[src/design/lattice_neighbour_index_generator_macros.svh]
// ----------------------------------------------------------------------------
// lattice neighbour index generator assertion macros
// concurrent checks on clk, disabled while rst_n is low
// ----------------------------------------------------------------------------
`ifndef LATTICE_NEIGHBOUR_INDEX_GENERATOR_MACROS_SVH
`define LATTICE_NEIGHBOUR_INDEX_GENERATOR_MACROS_SVH

`ifndef SYNTH
`define LNIG_ASSERT_IMP(label, ante, cons) \
  label: assert property (@(posedge clk) disable iff (!rst_n) (ante) |-> (cons)) \
    else $error("lnig assertion failed");
`define LNIG_ASSERT_NXT(label, ante, cons) \
  label: assert property (@(posedge clk) disable iff (!rst_n) (ante) |=> (cons)) \
    else $error("lnig assertion failed");
`else
`define LNIG_ASSERT_IMP(label, ante, cons)
`define LNIG_ASSERT_NXT(label, ante, cons)
`endif

`endif

[src/design/lnig_pkg.sv]
// ----------------------------------------------------------------------------
// lnig_pkg
// shared constants, types and neighbour helper for the lattice index generator
// ----------------------------------------------------------------------------
package lnig_pkg;

  localparam int SIDE_LIMIT = 64;
  localparam int LEN_W      = 7;
  localparam int CRD_W      = 6;
  localparam int IDX_W      = 18;
  localparam int SQ_W       = 2 * LEN_W;
  localparam int CUBE_W     = 3 * LEN_W;
  localparam int CNT_W      = 19;
  localparam int DIMS_W     = 2;
  localparam int MASK_W     = 6;
  localparam int ADDR_W     = 4;
  localparam int DATA_W     = 32;
  localparam int PY_W       = LEN_W + CRD_W;
  localparam int PZ_W       = SQ_W + CRD_W;
  localparam int RES_W      = 7 * IDX_W + MASK_W;
  localparam int OUT_DATA_W = ((RES_W + 7) / 8) * 8;

  localparam logic [DIMS_W-1:0] DIMS_SQUARE = 2'd2;

  typedef enum logic [1:0] {
    ERR_OK     = 2'd0,
    ERR_LENGTH = 2'd1,
    ERR_COUNT  = 2'd2
  } err_t;

  typedef enum logic [1:0] {
    REG_SIDE     = 2'd0,
    REG_PERIODIC = 2'd1,
    REG_DIMS     = 2'd2,
    REG_COUNT    = 2'd3
  } reg_t;

  typedef struct packed {
    logic [LEN_W-1:0]  len;
    logic              wrap;
    logic              sq;
    logic [SQ_W-1:0]   l2;
    logic [CUBE_W-1:0] ztop;
  } cfg_t;

  typedef struct packed {
    logic [CRD_W-1:0] cx;
    logic [CRD_W-1:0] cy;
    logic [CRD_W-1:0] cz;
    logic             last;
    err_t             err;
  } walk_t;

  typedef struct packed {
    logic [CRD_W-1:0] cx;
    logic [CRD_W-1:0] cy;
    logic [CRD_W-1:0] cz;
    logic [PY_W-1:0]  py;
    logic [PZ_W-1:0]  pz;
    logic             last;
    err_t             err;
  } prod_t;

  typedef struct packed {
    logic [CRD_W-1:0] cx;
    logic [CRD_W-1:0] cy;
    logic [CRD_W-1:0] cz;
    logic [IDX_W-1:0] idx;
    logic             last;
    err_t             err;
  } site_t;

  typedef struct packed {
    logic [IDX_W-1:0] up;
    logic [IDX_W-1:0] dn;
    logic             mup;
    logic             mdn;
  } nbr_t;

  // up and down neighbour along one axis, delta is span minus stride
  function automatic nbr_t axis_nbr(input logic [IDX_W-1:0] idx,
                                    input logic             at_lo,
                                    input logic             at_hi,
                                    input logic [IDX_W-1:0] stride,
                                    input logic [IDX_W-1:0] delta,
                                    input logic             wrap);
    nbr_t r;
    r.mup = 1'b0;
    r.mdn = 1'b0;
    if (at_lo) begin
      r.up = idx + stride;
      if (wrap) begin
        r.dn = idx + delta;
      end else begin
        r.dn  = '0;
        r.mdn = 1'b1;
      end
    end else if (at_hi) begin
      if (wrap) begin
        r.up = idx - delta;
      end else begin
        r.up  = '0;
        r.mup = 1'b1;
      end
      r.dn = idx - stride;
    end else begin
      r.up = idx + stride;
      r.dn = idx - stride;
    end
    return r;
  endfunction

endpackage

[src/design/lnig_walk.sv]
// ----------------------------------------------------------------------------
// lnig_walk
// lattice validity check, walk position state and first pipeline register
// ----------------------------------------------------------------------------
`include "lattice_neighbour_index_generator_macros.svh"

module lnig_walk import lnig_pkg::*; (
  input  logic             clk,
  input  logic             rst_n,
  input  cfg_t             cfg,
  input  logic [CNT_W-1:0] site_count,
  input  logic             in_valid,
  output logic             in_ready,
  input  logic             restart,
  output logic             item_valid,
  input  logic             item_ready,
  output walk_t            item
);

  logic [CRD_W-1:0]  pos_x_r, pos_y_r, pos_z_r;
  logic [CRD_W-1:0]  pos_x_nxt, pos_y_nxt, pos_z_nxt;
  logic [CRD_W-1:0]  cx, cy, cz;
  logic              item_valid_r;
  walk_t             item_r, item_nxt;
  logic [LEN_W-1:0]  lm1;
  logic [LEN_W-1:0]  min_len;
  logic [CUBE_W-1:0] cube;
  logic              len_big, stale, at_end, acc;
  err_t              err_nxt;

  assign in_ready   = !item_valid_r || item_ready;
  assign acc        = in_valid && in_ready;
  assign item_valid = item_valid_r;
  assign item       = item_r;

  assign lm1     = cfg.len - LEN_W'(1);
  assign min_len = cfg.wrap ? LEN_W'(3) : LEN_W'(2);
  assign len_big = cfg.len > LEN_W'(SIDE_LIMIT);
  assign cube    = {{(CUBE_W-SQ_W){1'b0}}, cfg.l2} * {{(CUBE_W-LEN_W){1'b0}}, cfg.len};

  always_comb begin
    if (cfg.sq) begin
      if (len_big) begin
        err_nxt = ERR_LENGTH;
      end else if (site_count != {{(CNT_W-SQ_W){1'b0}}, cfg.l2}) begin
        err_nxt = ERR_COUNT;
      end else if (cfg.len < min_len) begin
        err_nxt = ERR_LENGTH;
      end else begin
        err_nxt = ERR_OK;
      end
    end else begin
      if (cfg.len < LEN_W'(3) || len_big) begin
        err_nxt = ERR_LENGTH;
      end else if ({{(CUBE_W-CNT_W){1'b0}}, site_count} != cube) begin
        err_nxt = ERR_COUNT;
      end else begin
        err_nxt = ERR_OK;
      end
    end
  end

  always_comb begin
    stale = ({1'b0, pos_x_r} >= cfg.len) || ({1'b0, pos_y_r} >= cfg.len) ||
            (cfg.sq ? (pos_z_r != '0) : ({1'b0, pos_z_r} >= cfg.len));
    if (restart || stale) begin
      cx = '0;
      cy = '0;
      cz = '0;
    end else begin
      cx = pos_x_r;
      cy = pos_y_r;
      cz = pos_z_r;
    end
    at_end = ({1'b0, cx} == lm1) && ({1'b0, cy} == lm1) &&
             (cfg.sq || ({1'b0, cz} == lm1));
    pos_x_nxt = '0;
    pos_y_nxt = '0;
    pos_z_nxt = '0;
    if (at_end) begin
      pos_x_nxt = '0;
    end else if ({1'b0, cx} != lm1) begin
      pos_x_nxt = cx + CRD_W'(1);
      pos_y_nxt = cy;
      pos_z_nxt = cz;
    end else if ({1'b0, cy} != lm1) begin
      pos_y_nxt = cy + CRD_W'(1);
      pos_z_nxt = cz;
    end else begin
      pos_z_nxt = cz + CRD_W'(1);
    end
    item_nxt.cx   = cx;
    item_nxt.cy   = cy;
    item_nxt.cz   = cz;
    item_nxt.last = at_end;
    item_nxt.err  = err_nxt;
  end

  always_ff @(posedge clk) begin
    if (!rst_n) begin
      pos_x_r      <= '0;
      pos_y_r      <= '0;
      pos_z_r      <= '0;
      item_valid_r <= 1'b0;
    end else begin
      if (in_ready) begin
        item_valid_r <= in_valid;
      end
      if (acc && err_nxt == ERR_OK) begin
        pos_x_r <= pos_x_nxt;
        pos_y_r <= pos_y_nxt;
        pos_z_r <= pos_z_nxt;
      end
    end
  end

  always_ff @(posedge clk) begin
    if (acc) begin
      item_r <= item_nxt;
    end
  end

  `LNIG_ASSERT_NXT(a_err_holds_pos, (acc && err_nxt != ERR_OK),
                   ((pos_x_r == $past(pos_x_r)) && (pos_y_r == $past(pos_y_r)) &&
                    (pos_z_r == $past(pos_z_r))))
  `LNIG_ASSERT_NXT(a_last_rewinds, (acc && err_nxt == ERR_OK && at_end),
                   ((pos_x_r == '0) && (pos_y_r == '0) && (pos_z_r == '0)))
  `LNIG_ASSERT_NXT(a_coord_in_range, (acc && err_nxt == ERR_OK),
                   (({1'b0, item_r.cx} < $past(cfg.len)) &&
                    ({1'b0, item_r.cy} < $past(cfg.len))))

endmodule

[src/design/lnig_index.sv]
// ----------------------------------------------------------------------------
// lnig_index
// two pipeline stages: axis stride products, then row-major site index
// ----------------------------------------------------------------------------
module lnig_index import lnig_pkg::*; (
  input  logic  clk,
  input  logic  rst_n,
  input  cfg_t  cfg,
  input  logic  item_valid,
  output logic  item_ready,
  input  walk_t item,
  output logic  site_valid,
  input  logic  site_ready,
  output site_t site
);

  logic  prod_valid_r, site_valid_r;
  logic  prod_ready;
  prod_t prod_r, prod_nxt;
  site_t site_r, site_nxt;

  assign prod_ready = !site_valid_r || site_ready;
  assign item_ready = !prod_valid_r || prod_ready;
  assign site_valid = site_valid_r;
  assign site       = site_r;

  always_comb begin
    prod_nxt.cx   = item.cx;
    prod_nxt.cy   = item.cy;
    prod_nxt.cz   = item.cz;
    prod_nxt.py   = {{(PY_W-LEN_W){1'b0}}, cfg.len} * {{(PY_W-CRD_W){1'b0}}, item.cy};
    prod_nxt.pz   = {{(PZ_W-SQ_W){1'b0}}, cfg.l2} * {{(PZ_W-CRD_W){1'b0}}, item.cz};
    prod_nxt.last = item.last;
    prod_nxt.err  = item.err;
  end

  always_comb begin
    site_nxt.cx   = prod_r.cx;
    site_nxt.cy   = prod_r.cy;
    site_nxt.cz   = prod_r.cz;
    site_nxt.idx  = {{(IDX_W-CRD_W){1'b0}}, prod_r.cx} +
                    {{(IDX_W-PY_W){1'b0}}, prod_r.py} + prod_r.pz[IDX_W-1:0];
    site_nxt.last = prod_r.last;
    site_nxt.err  = prod_r.err;
  end

  always_ff @(posedge clk) begin
    if (!rst_n) begin
      prod_valid_r <= 1'b0;
      site_valid_r <= 1'b0;
    end else begin
      if (item_ready) begin
        prod_valid_r <= item_valid;
      end
      if (prod_ready) begin
        site_valid_r <= prod_valid_r;
      end
    end
  end

  always_ff @(posedge clk) begin
    if (item_ready && item_valid) begin
      prod_r <= prod_nxt;
    end
    if (prod_ready && prod_valid_r) begin
      site_r <= site_nxt;
    end
  end

endmodule

[src/design/lnig_nbr.sv]
// ----------------------------------------------------------------------------
// lnig_nbr
// neighbour indices, boundary mask and the result register
// ----------------------------------------------------------------------------
`include "lattice_neighbour_index_generator_macros.svh"

module lnig_nbr import lnig_pkg::*; (
  input  logic             clk,
  input  logic             rst_n,
  input  cfg_t             cfg,
  input  logic             site_valid,
  output logic             site_ready,
  input  site_t            site,
  output logic             res_valid,
  input  logic             res_ready,
  output logic [RES_W-1:0] res_data,
  output logic             res_last,
  output err_t             res_err
);

  logic             valid_r;
  logic [RES_W-1:0] data_r, data_nxt;
  logic             last_r, last_nxt;
  err_t             err_r;
  logic [LEN_W-1:0] lm1;
  logic [IDX_W-1:0] len_x, l2_x;
  nbr_t             nx, ny, nz;
  logic [MASK_W-1:0] mask;

  assign site_ready = !valid_r || res_ready;
  assign res_valid  = valid_r;
  assign res_data   = data_r;
  assign res_last   = last_r;
  assign res_err    = err_r;

  assign lm1   = cfg.len - LEN_W'(1);
  assign len_x = {{(IDX_W-LEN_W){1'b0}}, cfg.len};
  assign l2_x  = {{(IDX_W-SQ_W){1'b0}}, cfg.l2};

  always_comb begin
    nx = axis_nbr(site.idx, site.cx == '0, {1'b0, site.cx} == lm1, IDX_W'(1),
                  {{(IDX_W-LEN_W){1'b0}}, lm1}, cfg.wrap);
    ny = axis_nbr(site.idx, site.cy == '0, {1'b0, site.cy} == lm1, len_x,
                  l2_x - len_x, cfg.wrap);
    nz = axis_nbr(site.idx, site.cz == '0, {1'b0, site.cz} == lm1, l2_x,
                  cfg.ztop[IDX_W-1:0], cfg.wrap);
    if (cfg.sq) begin
      nz = '0;
    end
    mask = {nz.mdn, nz.mup, ny.mdn, ny.mup, nx.mdn, nx.mup};
    if (site.err != ERR_OK) begin
      data_nxt = '0;
      last_nxt = 1'b0;
    end else begin
      data_nxt = {mask, nz.dn, nz.up, ny.dn, ny.up, nx.dn, nx.up, site.idx};
      last_nxt = site.last;
    end
  end

  always_ff @(posedge clk) begin
    if (!rst_n) begin
      valid_r <= 1'b0;
    end else if (site_ready) begin
      valid_r <= site_valid;
    end
  end

  always_ff @(posedge clk) begin
    if (site_ready && site_valid) begin
      data_r <= data_nxt;
      last_r <= last_nxt;
      err_r  <= site.err;
    end
  end

  `LNIG_ASSERT_IMP(a_err_zero_payload, (valid_r && err_r != ERR_OK), ((data_r == '0) && !last_r))
  `LNIG_ASSERT_NXT(a_stall_holds_result, (valid_r && !res_ready), (valid_r && (data_r == $past(data_r)) && (err_r == $past(err_r))))

endmodule

[src/design/lattice_neighbour_index_generator.sv]
// ----------------------------------------------------------------------------
// lattice_neighbour_index_generator
// walks a square or cubic lattice and emits each site with its neighbours
// ----------------------------------------------------------------------------
// usage: configure side length, periodic mode, dimensions and site count over
// the cfg_ port (byte addresses 0, 4, 8, 12) while no transaction is in flight.
// each input transaction on in_ carries a restart flag in in_tdata[0] and
// yields exactly one output transaction on out_: the site index, the up and
// down neighbours along x, y and z, the open-boundary mask in out_tdata, the
// final-site flag in out_tlast and the error code in out_tuser.
// pipeline: four register stages (walk/check, stride product, index sum and
// the neighbour result register); the first loads at the accepting edge, and
// out_tvalid rises once the transaction reaches the result register.
// throughput is one transaction per cycle; the walk position only depends on
// the previous position and a few compares, so in_tready stays high back to
// back as long as the pipeline moves.
// reset returns the configuration to 3x3x3 periodic and the walk to site 0,
// and empties the pipeline.
// when out_tready is low the result register holds its transaction and the
// stages behind it fill up; in_tready drops once all four stages are full.
// ----------------------------------------------------------------------------
module lattice_neighbour_index_generator import lnig_pkg::*; (
  input  logic                  clk,
  input  logic                  rst_n,
  input  logic                  cfg_psel,
  input  logic                  cfg_penable,
  input  logic                  cfg_pwrite,
  input  logic [ADDR_W-1:0]     cfg_paddr,
  input  logic [DATA_W-1:0]     cfg_pwdata,
  output logic [DATA_W-1:0]     cfg_prdata,
  output logic                  cfg_pready,
  input  logic                  in_tvalid,
  output logic                  in_tready,
  input  logic [7:0]            in_tdata,    // [0] restart
  output logic                  out_tvalid,
  input  logic                  out_tready,
  // [17:0] site, [35:18] x_up, [53:36] x_down, [71:54] y_up, [89:72] y_down,
  // [107:90] z_up, [125:108] z_down, [131:126] boundary_mask, rest zero
  output logic [OUT_DATA_W-1:0] out_tdata,
  output logic                  out_tlast,
  output logic [1:0]            out_tuser    // [1:0] error
);

  logic [LEN_W-1:0]  len_r;
  logic              wrap_r;
  logic [DIMS_W-1:0] dims_r;
  logic [CNT_W-1:0]  count_r;
  logic [SQ_W-1:0]   l2_r;
  logic [CUBE_W-1:0] ztop_r, ztop_nxt;
  logic [LEN_W-1:0]  wr_len;
  logic              wr_en;
  reg_t              reg_sel;
  cfg_t              cfg;

  logic              item_valid, item_ready;
  walk_t             item;
  logic              site_valid, site_ready;
  site_t             site;
  logic [RES_W-1:0]  res_data;
  err_t              res_err;

  assign cfg_pready = 1'b1;
  assign reg_sel    = reg_t'(cfg_paddr[3:2]);
  assign wr_en      = cfg_psel && cfg_penable && cfg_pwrite && cfg_pready;
  assign wr_len     = cfg_pwdata[LEN_W-1:0];
  assign ztop_nxt   = {{(CUBE_W-SQ_W){1'b0}}, l2_r} *
                      {{(CUBE_W-LEN_W){1'b0}}, len_r - LEN_W'(1)};

  always_comb begin
    case (reg_sel)
      REG_SIDE:     cfg_prdata = {{(DATA_W-LEN_W){1'b0}}, len_r};
      REG_PERIODIC: cfg_prdata = {{(DATA_W-1){1'b0}}, wrap_r};
      REG_DIMS:     cfg_prdata = {{(DATA_W-DIMS_W){1'b0}}, dims_r};
      REG_COUNT:    cfg_prdata = {{(DATA_W-CNT_W){1'b0}}, count_r};
      default:      cfg_prdata = '0;
    endcase
  end

  always_ff @(posedge clk) begin
    if (!rst_n) begin
      len_r   <= LEN_W'(3);
      wrap_r  <= 1'b1;
      dims_r  <= DIMS_W'(3);
      count_r <= CNT_W'(27);
      l2_r    <= SQ_W'(9);
      ztop_r  <= CUBE_W'(18);
    end else begin
      ztop_r <= ztop_nxt;
      if (wr_en) begin
        case (reg_sel)
          REG_SIDE: begin
            len_r <= wr_len;
            l2_r  <= {{(SQ_W-LEN_W){1'b0}}, wr_len} * {{(SQ_W-LEN_W){1'b0}}, wr_len};
          end
          REG_PERIODIC: wrap_r  <= cfg_pwdata[0];
          REG_DIMS:     dims_r  <= cfg_pwdata[DIMS_W-1:0];
          REG_COUNT:    count_r <= cfg_pwdata[CNT_W-1:0];
          default: ;
        endcase
      end
    end
  end

  always_comb begin
    cfg.len  = len_r;
    cfg.wrap = wrap_r;
    cfg.sq   = (dims_r == DIMS_SQUARE);
    cfg.l2   = l2_r;
    cfg.ztop = ztop_r;
  end

  lnig_walk u_walk (
    .clk        (clk),
    .rst_n      (rst_n),
    .cfg        (cfg),
    .site_count (count_r),
    .in_valid   (in_tvalid),
    .in_ready   (in_tready),
    .restart    (in_tdata[0]),
    .item_valid (item_valid),
    .item_ready (item_ready),
    .item       (item)
  );

  lnig_index u_index (
    .clk        (clk),
    .rst_n      (rst_n),
    .cfg        (cfg),
    .item_valid (item_valid),
    .item_ready (item_ready),
    .item       (item),
    .site_valid (site_valid),
    .site_ready (site_ready),
    .site       (site)
  );

  lnig_nbr u_nbr (
    .clk        (clk),
    .rst_n      (rst_n),
    .cfg        (cfg),
    .site_valid (site_valid),
    .site_ready (site_ready),
    .site       (site),
    .res_valid  (out_tvalid),
    .res_ready  (out_tready),
    .res_data   (res_data),
    .res_last   (out_tlast),
    .res_err    (res_err)
  );

  assign out_tdata = {{(OUT_DATA_W-RES_W){1'b0}}, res_data};
  assign out_tuser = res_err;

endmodule

[config.mk]
export PLATFORM = sky130hd
export DESIGN_NAME = lattice_neighbour_index_generator
export DESIGN_NICKNAME = d
export VERILOG_FILES = /design/src/design/lnig_pkg.sv /design/src/design/lnig_walk.sv /design/src/design/lnig_index.sv /design/src/design/lnig_nbr.sv /design/src/design/lattice_neighbour_index_generator.sv
export VERILOG_INCLUDE_DIRS = /design/src /design/src/design
export SDC_FILE = /design/constraint.sdc
export NUM_CORES = 2
export LEC_CHECK = 0
export BUFFER_PORTS_ARGS = -buffer_cell sky130_fd_sc_hd__buf_2
export CAP_MARGIN = 20
export CELL_PAD_IN_SITES_DETAIL_PLACEMENT = 1
export CELL_PAD_IN_SITES_GLOBAL_PLACEMENT = 1
export CORE_UTILIZATION = 30
export CTS_BUF_LIST = sky130_fd_sc_hd__clkbuf_8
export CTS_CLUSTER_SIZE = 28
export DETAILED_ROUTE_END_ITERATION = 8
export MAX_ROUTING_LAYER = met4
export PLACE_DENSITY_LB_ADDON = 0.1
export SLEW_MARGIN = 25
export SYNTH_ARGS = -nofsm -noshare
export SYNTH_HDL_FRONTEND = slang
export SYNTH_SLANG_ARGS = --single-unit
export TNS_END_PERCENT = 30
[constraint.sdc]
create_clock -name clk -period 17.92 [get_ports clk]
set_input_delay 0.896 -clock clk [delete_from_list [all_inputs] [get_ports clk]]
set_output_delay 0.896 -clock clk [all_outputs]
set_load 0.01 [all_outputs]
==> impl_metrics.prom <==
# TYPE chip_impl_metric gauge
chip_impl_metric{name="fillCellCount",unit=""} 12252
chip_impl_metric{name="p_clk_share",unit="%"} 36.9
chip_impl_metric{name="internal-power",unit="mW"} 1.56
chip_impl_info{name="timing_worst_setup_path_type",value="reg2reg"} 1
chip_impl_metric{name="number_of_antenna_violations_at_the_first_check_in_global_routing",unit=""} 4
chip_impl_metric{name="ir_worst_vdd",unit="mV"} 0.0451
chip_impl_metric{name="timing.setup.tns",unit="ns"} 0
chip_impl_metric{name="synthCells",unit=""} 3530
chip_impl_metric{name="drive_above_1_share",unit="%"} 10.8
chip_impl_metric{name="postCtsSetupRepairBufs",unit=""} 0
chip_impl_info{name="hold_class",value="reg2reg"} 1
chip_impl_metric{name="route.final.wire_length",unit="µm"} 113000
chip_impl_metric{name="clock_latency",unit="ns"} 0.76
chip_impl_metric{name="grt_remaining_overflow",unit=""} 0
chip_impl_metric{name="grt_pass1_vias",unit=""} 27079
chip_impl_metric{name="count_of_nets_left_with_antenna_violations_after_detail_routing",unit=""} 0
chip_impl_metric{name="remaining_drc_errors",unit=""} 0
chip_impl_metric{name="pwr_density_cell",unit="nW/µm²"} 65.6
chip_impl_metric{name="synthToLayoutAreaGrowth",unit="%"} 12.5
chip_impl_metric{name="ctsLongestPathBuffers",unit=""} 3
chip_impl_metric{name="switchingPower",unit="µW"} 784
chip_impl_metric{name="cts_inserted_buffers",unit=""} 67
chip_impl_metric{name="path_clk_slew",unit="ns"} 0.09
chip_impl_metric{name="worst_pin_slew",unit="ns"} 1.05
chip_impl_metric{name="critical_path_peak_fanout",unit=""} 22
chip_impl_metric{name="routed_via_density",unit=""} 5.01
chip_impl_metric{name="ffs_w_async_s_r_synth",unit="%"} 0
chip_impl_metric{name="postSynthRegisterBits",unit=""} 327
chip_impl_metric{name="power_switching_share",unit="%"} 33.5
chip_impl_metric{name="power_frac_comb",unit="%"} 26.1
chip_impl_metric{name="setup-violations-final",unit=""} 0
chip_impl_metric{name="required",unit="ns"} 18.56
chip_impl_metric{name="cp.arrival",unit="ns"} 8.54
chip_impl_metric{name="buffer_ports.inserted",unit=""} 184
chip_impl_metric{name="rd_place_congestion",unit=""} 0.863
chip_impl_metric{name="worstHoldPathCells",unit=""} 0
chip_impl_metric{name="maxCapViolations",unit=""} 0
chip_impl_metric{name="timing.slew.headroom",unit="%"} 29.4
chip_impl_metric{name="fin_total_pwr",unit="mW"} 2.34
chip_impl_metric{name="fp.dieArea",unit="µm²"} 107000
chip_impl_metric{name="grt_util_all_layers",unit="%"} 21.8
chip_impl_metric{name="drt_iter0_markers",unit=""} 1222
chip_impl_info{name="unrepaired_setup_endpoints_after_global_routing",value="no"} 1
chip_impl_metric{name="maxSlewViolCount",unit=""} 0
chip_impl_info{name="timing.critical_path.to_type",value="flop"} 1
chip_impl_metric{name="io-pin-count",unit=""} 225
chip_impl_metric{name="placeableCoreArea",unit="µm²"} 104000
chip_impl_metric{name="worst_clock_skew",unit="ns"} 0.0826
chip_impl_metric{name="power_frac_seq",unit="%"} 37.0
chip_impl_metric{name="yosys_warnings",unit=""} 0
chip_impl_metric{name="cts.hold.buffers_added",unit=""} 0
chip_impl_metric{name="cts_resized",unit=""} 0
chip_impl_metric{name="nNetsFinal",unit=""} 4263
chip_impl_metric{name="timing.reg2reg.worst_path_depth",unit=""} 17
chip_impl_metric{name="avgSynthCellArea",unit="µm²"} 8.99
chip_impl_metric{name="detail_route.wl_per_cell",unit="µm"} 22.0
chip_impl_metric{name="yosysSeqAreaShare",unit="%"} 28.4
chip_impl_metric{name="netlist_area",unit="µm²"} 31700
chip_impl_metric{name="die_h",unit="µm"} 327
chip_impl_metric{name="hpwl_after_dpl",unit="µm"} 83600
chip_impl_metric{name="hold_viol_final",unit=""} 0
chip_impl_metric{name="cts_max_level",unit=""} 3
chip_impl_metric{name="cts_sinks",unit=""} 327
chip_impl_metric{name="synth_cell_type_count",unit=""} 93
chip_impl_metric{name="final_clock_period_utilization_by_the_worst_path",unit="%"} 44.1
chip_impl_metric{name="synth-edff-count",unit=""} 247
chip_impl_metric{name="pre_cts_ws",unit="ns"} 10.08
chip_impl_metric{name="starting_density_of_the_core",unit="%"} 30.4
chip_impl_metric{name="setup_slack",unit="ns"} 10.02
chip_impl_metric{name="number_of_iterations_in_the_first_detailed_routing_pass",unit=""} 5
chip_impl_metric{name="row_count",unit=""} 118
chip_impl_info{name="synth_ff_type",value="sky130_fd_sc_hd__edfxtp_1"} 1
chip_impl_info{name="crit_path_start_kind",value="flop"} 1
chip_impl_metric{name="max_freq",unit="MHz"} 127
chip_impl_info{name="tritoncts_clock_tree",value="yes"} 1
chip_impl_metric{name="grt_pass1_wl",unit="µm"} 171000
chip_impl_metric{name="grt_start_max_net_pins",unit=""} 69
chip_impl_metric{name="route.vias.total",unit=""} 25676
chip_impl_metric{name="power.static_leakage",unit="nW"} 15.0
chip_impl_info{name="cts-root-buf",value="sky130_fd_sc_hd__clkbuf_8"} 1
chip_impl_info{name="run_status",value="completed"} 1
chip_impl_metric{name="finalCriticalPeriod",unit="ns"} 7.90
chip_impl_metric{name="chipWidth",unit="µm"} 327
## cell usage after synthesis (7+ instances only)
| cell type | n | area (µm²) |
|---|---|---|
| sky130_fd_sc_hd__dfxtp_1 | 80 | 1600 |
| sky130_fd_sc_hd__nand2_1 | 401 | 1510 |
| sky130_fd_sc_hd__clkbuf_1 | 137 | 514 |
| sky130_fd_sc_hd__a22o_1 | 9 | 78.8 |
| sky130_fd_sc_hd__edfxtp_1 | 247 | 7420 |
| sky130_fd_sc_hd__o211ai_1 | 17 | 128 |
| sky130_fd_sc_hd__nor4_1 | 16 | 100 |
| sky130_fd_sc_hd__nor2_1 | 356 | 1340 |
| sky130_fd_sc_hd__a21o_1 | 26 | 195 |
| sky130_fd_sc_hd__nor3_1 | 63 | 315 |
| sky130_fd_sc_hd__a2111oi_0 | 7 | 61.3 |
| sky130_fd_sc_hd__or4_1 | 11 | 82.6 |
| sky130_fd_sc_hd__o21ai_0 | 99 | 495 |
| sky130_fd_sc_hd__ha_1 | 310 | 3880 |
| sky130_fd_sc_hd__o21bai_1 | 37 | 278 |
| sky130_fd_sc_hd__fa_1 | 209 | 4180 |
| sky130_fd_sc_hd__xnor2_1 | 226 | 1980 |
| sky130_fd_sc_hd__nand3_1 | 67 | 335 |
| sky130_fd_sc_hd__nor2b_1 | 31 | 194 |
| sky130_fd_sc_hd__or3_1 | 26 | 163 |
| sky130_fd_sc_hd__inv_1 | 336 | 1260 |
| sky130_fd_sc_hd__o22ai_1 | 15 | 93.8 |
| sky130_fd_sc_hd__xor2_1 | 85 | 744 |
| sky130_fd_sc_hd__nor3b_1 | 10 | 75.1 |
| sky130_fd_sc_hd__a21boi_0 | 8 | 60.1 |
| sky130_fd_sc_hd__inv_2 | 7 | 26.3 |
| sky130_fd_sc_hd__a21oi_1 | 213 | 1070 |
| sky130_fd_sc_hd__buf_4 | 20 | 150 |
| sky130_fd_sc_hd__a211o_1 | 10 | 87.6 |
| sky130_fd_sc_hd__and3_1 | 38 | 238 |
| sky130_fd_sc_hd__nand2b_1 | 28 | 175 |
| sky130_fd_sc_hd__nand4_1 | 20 | 125 |
| sky130_fd_sc_hd__buf_1 | 20 | 75.1 |
| sky130_fd_sc_hd__a22oi_1 | 25 | 188 |
| sky130_fd_sc_hd__o41ai_1 | 7 | 61.3 |
| sky130_fd_sc_hd__a31oi_1 | 31 | 194 |
| sky130_fd_sc_hd__o21a_1 | 19 | 143 |
| sky130_fd_sc_hd__o2111ai_1 | 8 | 70.1 |
| sky130_fd_sc_hd__or2_2 | 10 | 62.6 |
| sky130_fd_sc_hd__a211oi_1 | 25 | 188 |
| sky130_fd_sc_hd__and2_1 | 89 | 557 |
## power by group through the flow
| stage | Sequential, mW | Combinational [mW] | Clock, mW |
|---|---|---|---|
| 3_5_place_dp | 0.881 | 0.615 | 0 |
| 3_3_place_gp | 0.880 | 0.612 | 0 |
| 5_1_grt | 0.867 | 0.687 | 0.925 |
| 6_report | 0.865 | 0.612 | 0.864 |
| 4_1_cts | 0.865 | 0.619 | 0.902 |
| 2_1_floorplan | 0.876 | 0.444 | 0 |
## cells by family (layout without fill, tap and decap cells)
group | count (synthesis) | in the layout | synth area share, %
AND/OR/NAND/NOR | 1190 | 1190 | 17.3
AO/OA/AOI/OAI | 633 | 633 | 12.9
buffers and inverters | 534 | 718 | 6.65
adder cells (fa/ha/maj) | 519 | 519 | 25.4
flip-flops | 327 | 327 | 28.4
XOR/XNOR | 316 | 316 | 8.95
multiplexers | 9 | 9 | 0.331
other | 2 | 38 | 0.0237
## per-layer routing
metal | vias to the layer above | routed length (µm) | track usage, %
li1 | 12260 | - | -
met1 | 12812 | 54400 | 29.4
met2 | 464 | 51600 | 34.6
met3 | 140 | 4270 | 2.39
met4 | 0 | 2380 | 5.80
met5 | - | 0 | -
## final cells by class
cell class,count,area (µm²),area share [%]
antenna,4,10.0,0.0280
inverter,348,1310,3.66
clock buffer,71,977,2.74
timing repair buffer,248,1400,3.93
tap,1380,1730,4.84
sequential,327,9030,25.3
multi-input combinational,2701,20800,58.2
clock inverter,51,459,1.29
## worst max-delay path, cell delays in order (launching register included)
cell                        delay (ns)
sky130_fd_sc_hd__dfxtp_2          0.85
sky130_fd_sc_hd__ha_1             0.27
sky130_fd_sc_hd__inv_1            0.06
sky130_fd_sc_hd__fa_1             0.52
sky130_fd_sc_hd__fa_1             0.53
sky130_fd_sc_hd__fa_1             0.58
sky130_fd_sc_hd__inv_1            0.06
sky130_fd_sc_hd__fa_1             0.48
sky130_fd_sc_hd__ha_1             0.43
sky130_fd_sc_hd__a21oi_1          0.52
sky130_fd_sc_hd__nor3b_1          0.43
sky130_fd_sc_hd__nor2_1           0.08
sky130_fd_sc_hd__a2111oi_0        0.43
sky130_fd_sc_hd__nand4_1          0.29
sky130_fd_sc_hd__o31ai_2          0.79
sky130_fd_sc_hd__nand2_1          0.68
sky130_fd_sc_hd__or4_1            0.66
sky130_fd_sc_hd__a21oi_1          0.15
## through the flow
step / hold slack, ns / cell area (µm²) / utilization, % / std cells
3_3_place_gp: 0.402 / 34200 / 32.8 / 5004
3_5_place_dp: 0.406 / 34200 / 32.9 / 5004
2_1_floorplan: 0.400 / 31800 / - / 3562
4_1_cts: 0.357 / 35700 / 34.2 / 5126
5_1_grt: 0.395 / 35700 / 34.2 / 5128
6_report: 0.379 / 35700 / 34.2 / 5130
## flip-flops by register name, summed over array words and instances (netlist names)
name                  count
count_r                  19
dims_r                    2
l2_r                     12
len_r                     7
u_index.prod_r           52
u_index.prod_valid_r      1
u_index.site             39
u_index.site_valid        1
u_nbr.res_data          132
u_nbr.res_err             2
u_nbr.res_last            1
u_nbr.res_valid           1
u_walk.item              21
u_walk.item_valid         1
u_walk.pos_x_r            6
u_walk.pos_y_r            6
u_walk.pos_z_r            6
wrap_r                    1
ztop_r                   17
## worst paths after layout
check | from | endpoint | slack (ns)
setup / recovery | l2_r[6]$_SDFFE_PN0P_ | u_walk.pos_x_r[5]$_SDFFE_PN0P_ | 10.02
hold / removal | u_index.prod_r[1]$_DFFE_PP_ | u_index.site[1]$_DFFE_PP_ | 0.38
setup reg to reg | l2_r[6]$_SDFFE_PN0P_ | u_walk.pos_x_r[5]$_SDFFE_PN0P_ | 10.02
hold reg to reg | u_index.prod_r[1]$_DFFE_PP_ | u_index.site[1]$_DFFE_PP_ | 0.38
## cell usage in the layout (no fill, tap or decap), types with 28 or more instances in the layout
cell type / instances
sky130_fd_sc_hd__a31oi_1: 30
sky130_fd_sc_hd__nand3_1: 67
sky130_fd_sc_hd__clkbuf_8: 71
sky130_fd_sc_hd__conb_1: 34
sky130_fd_sc_hd__and3_1: 38
sky130_fd_sc_hd__buf_2: 184
sky130_fd_sc_hd__xnor2_1: 226
sky130_fd_sc_hd__a21oi_1: 213
sky130_fd_sc_hd__edfxtp_1: 247
sky130_fd_sc_hd__nor3_1: 60
sky130_fd_sc_hd__nand2_1: 400
sky130_fd_sc_hd__and2_1: 89
sky130_fd_sc_hd__ha_1: 310
sky130_fd_sc_hd__inv_1: 354
sky130_fd_sc_hd__xor2_1: 85
sky130_fd_sc_hd__fa_1: 209
sky130_fd_sc_hd__nand2b_1: 28
sky130_fd_sc_hd__o21ai_0: 99
sky130_fd_sc_hd__buf_4: 64
sky130_fd_sc_hd__nor2_1: 354
sky130_fd_sc_hd__dfxtp_1: 73
sky130_fd_sc_hd__nor2b_1: 29
sky130_fd_sc_hd__o21bai_1: 37
No activity file was read; power rests on OpenSTA's default activity.
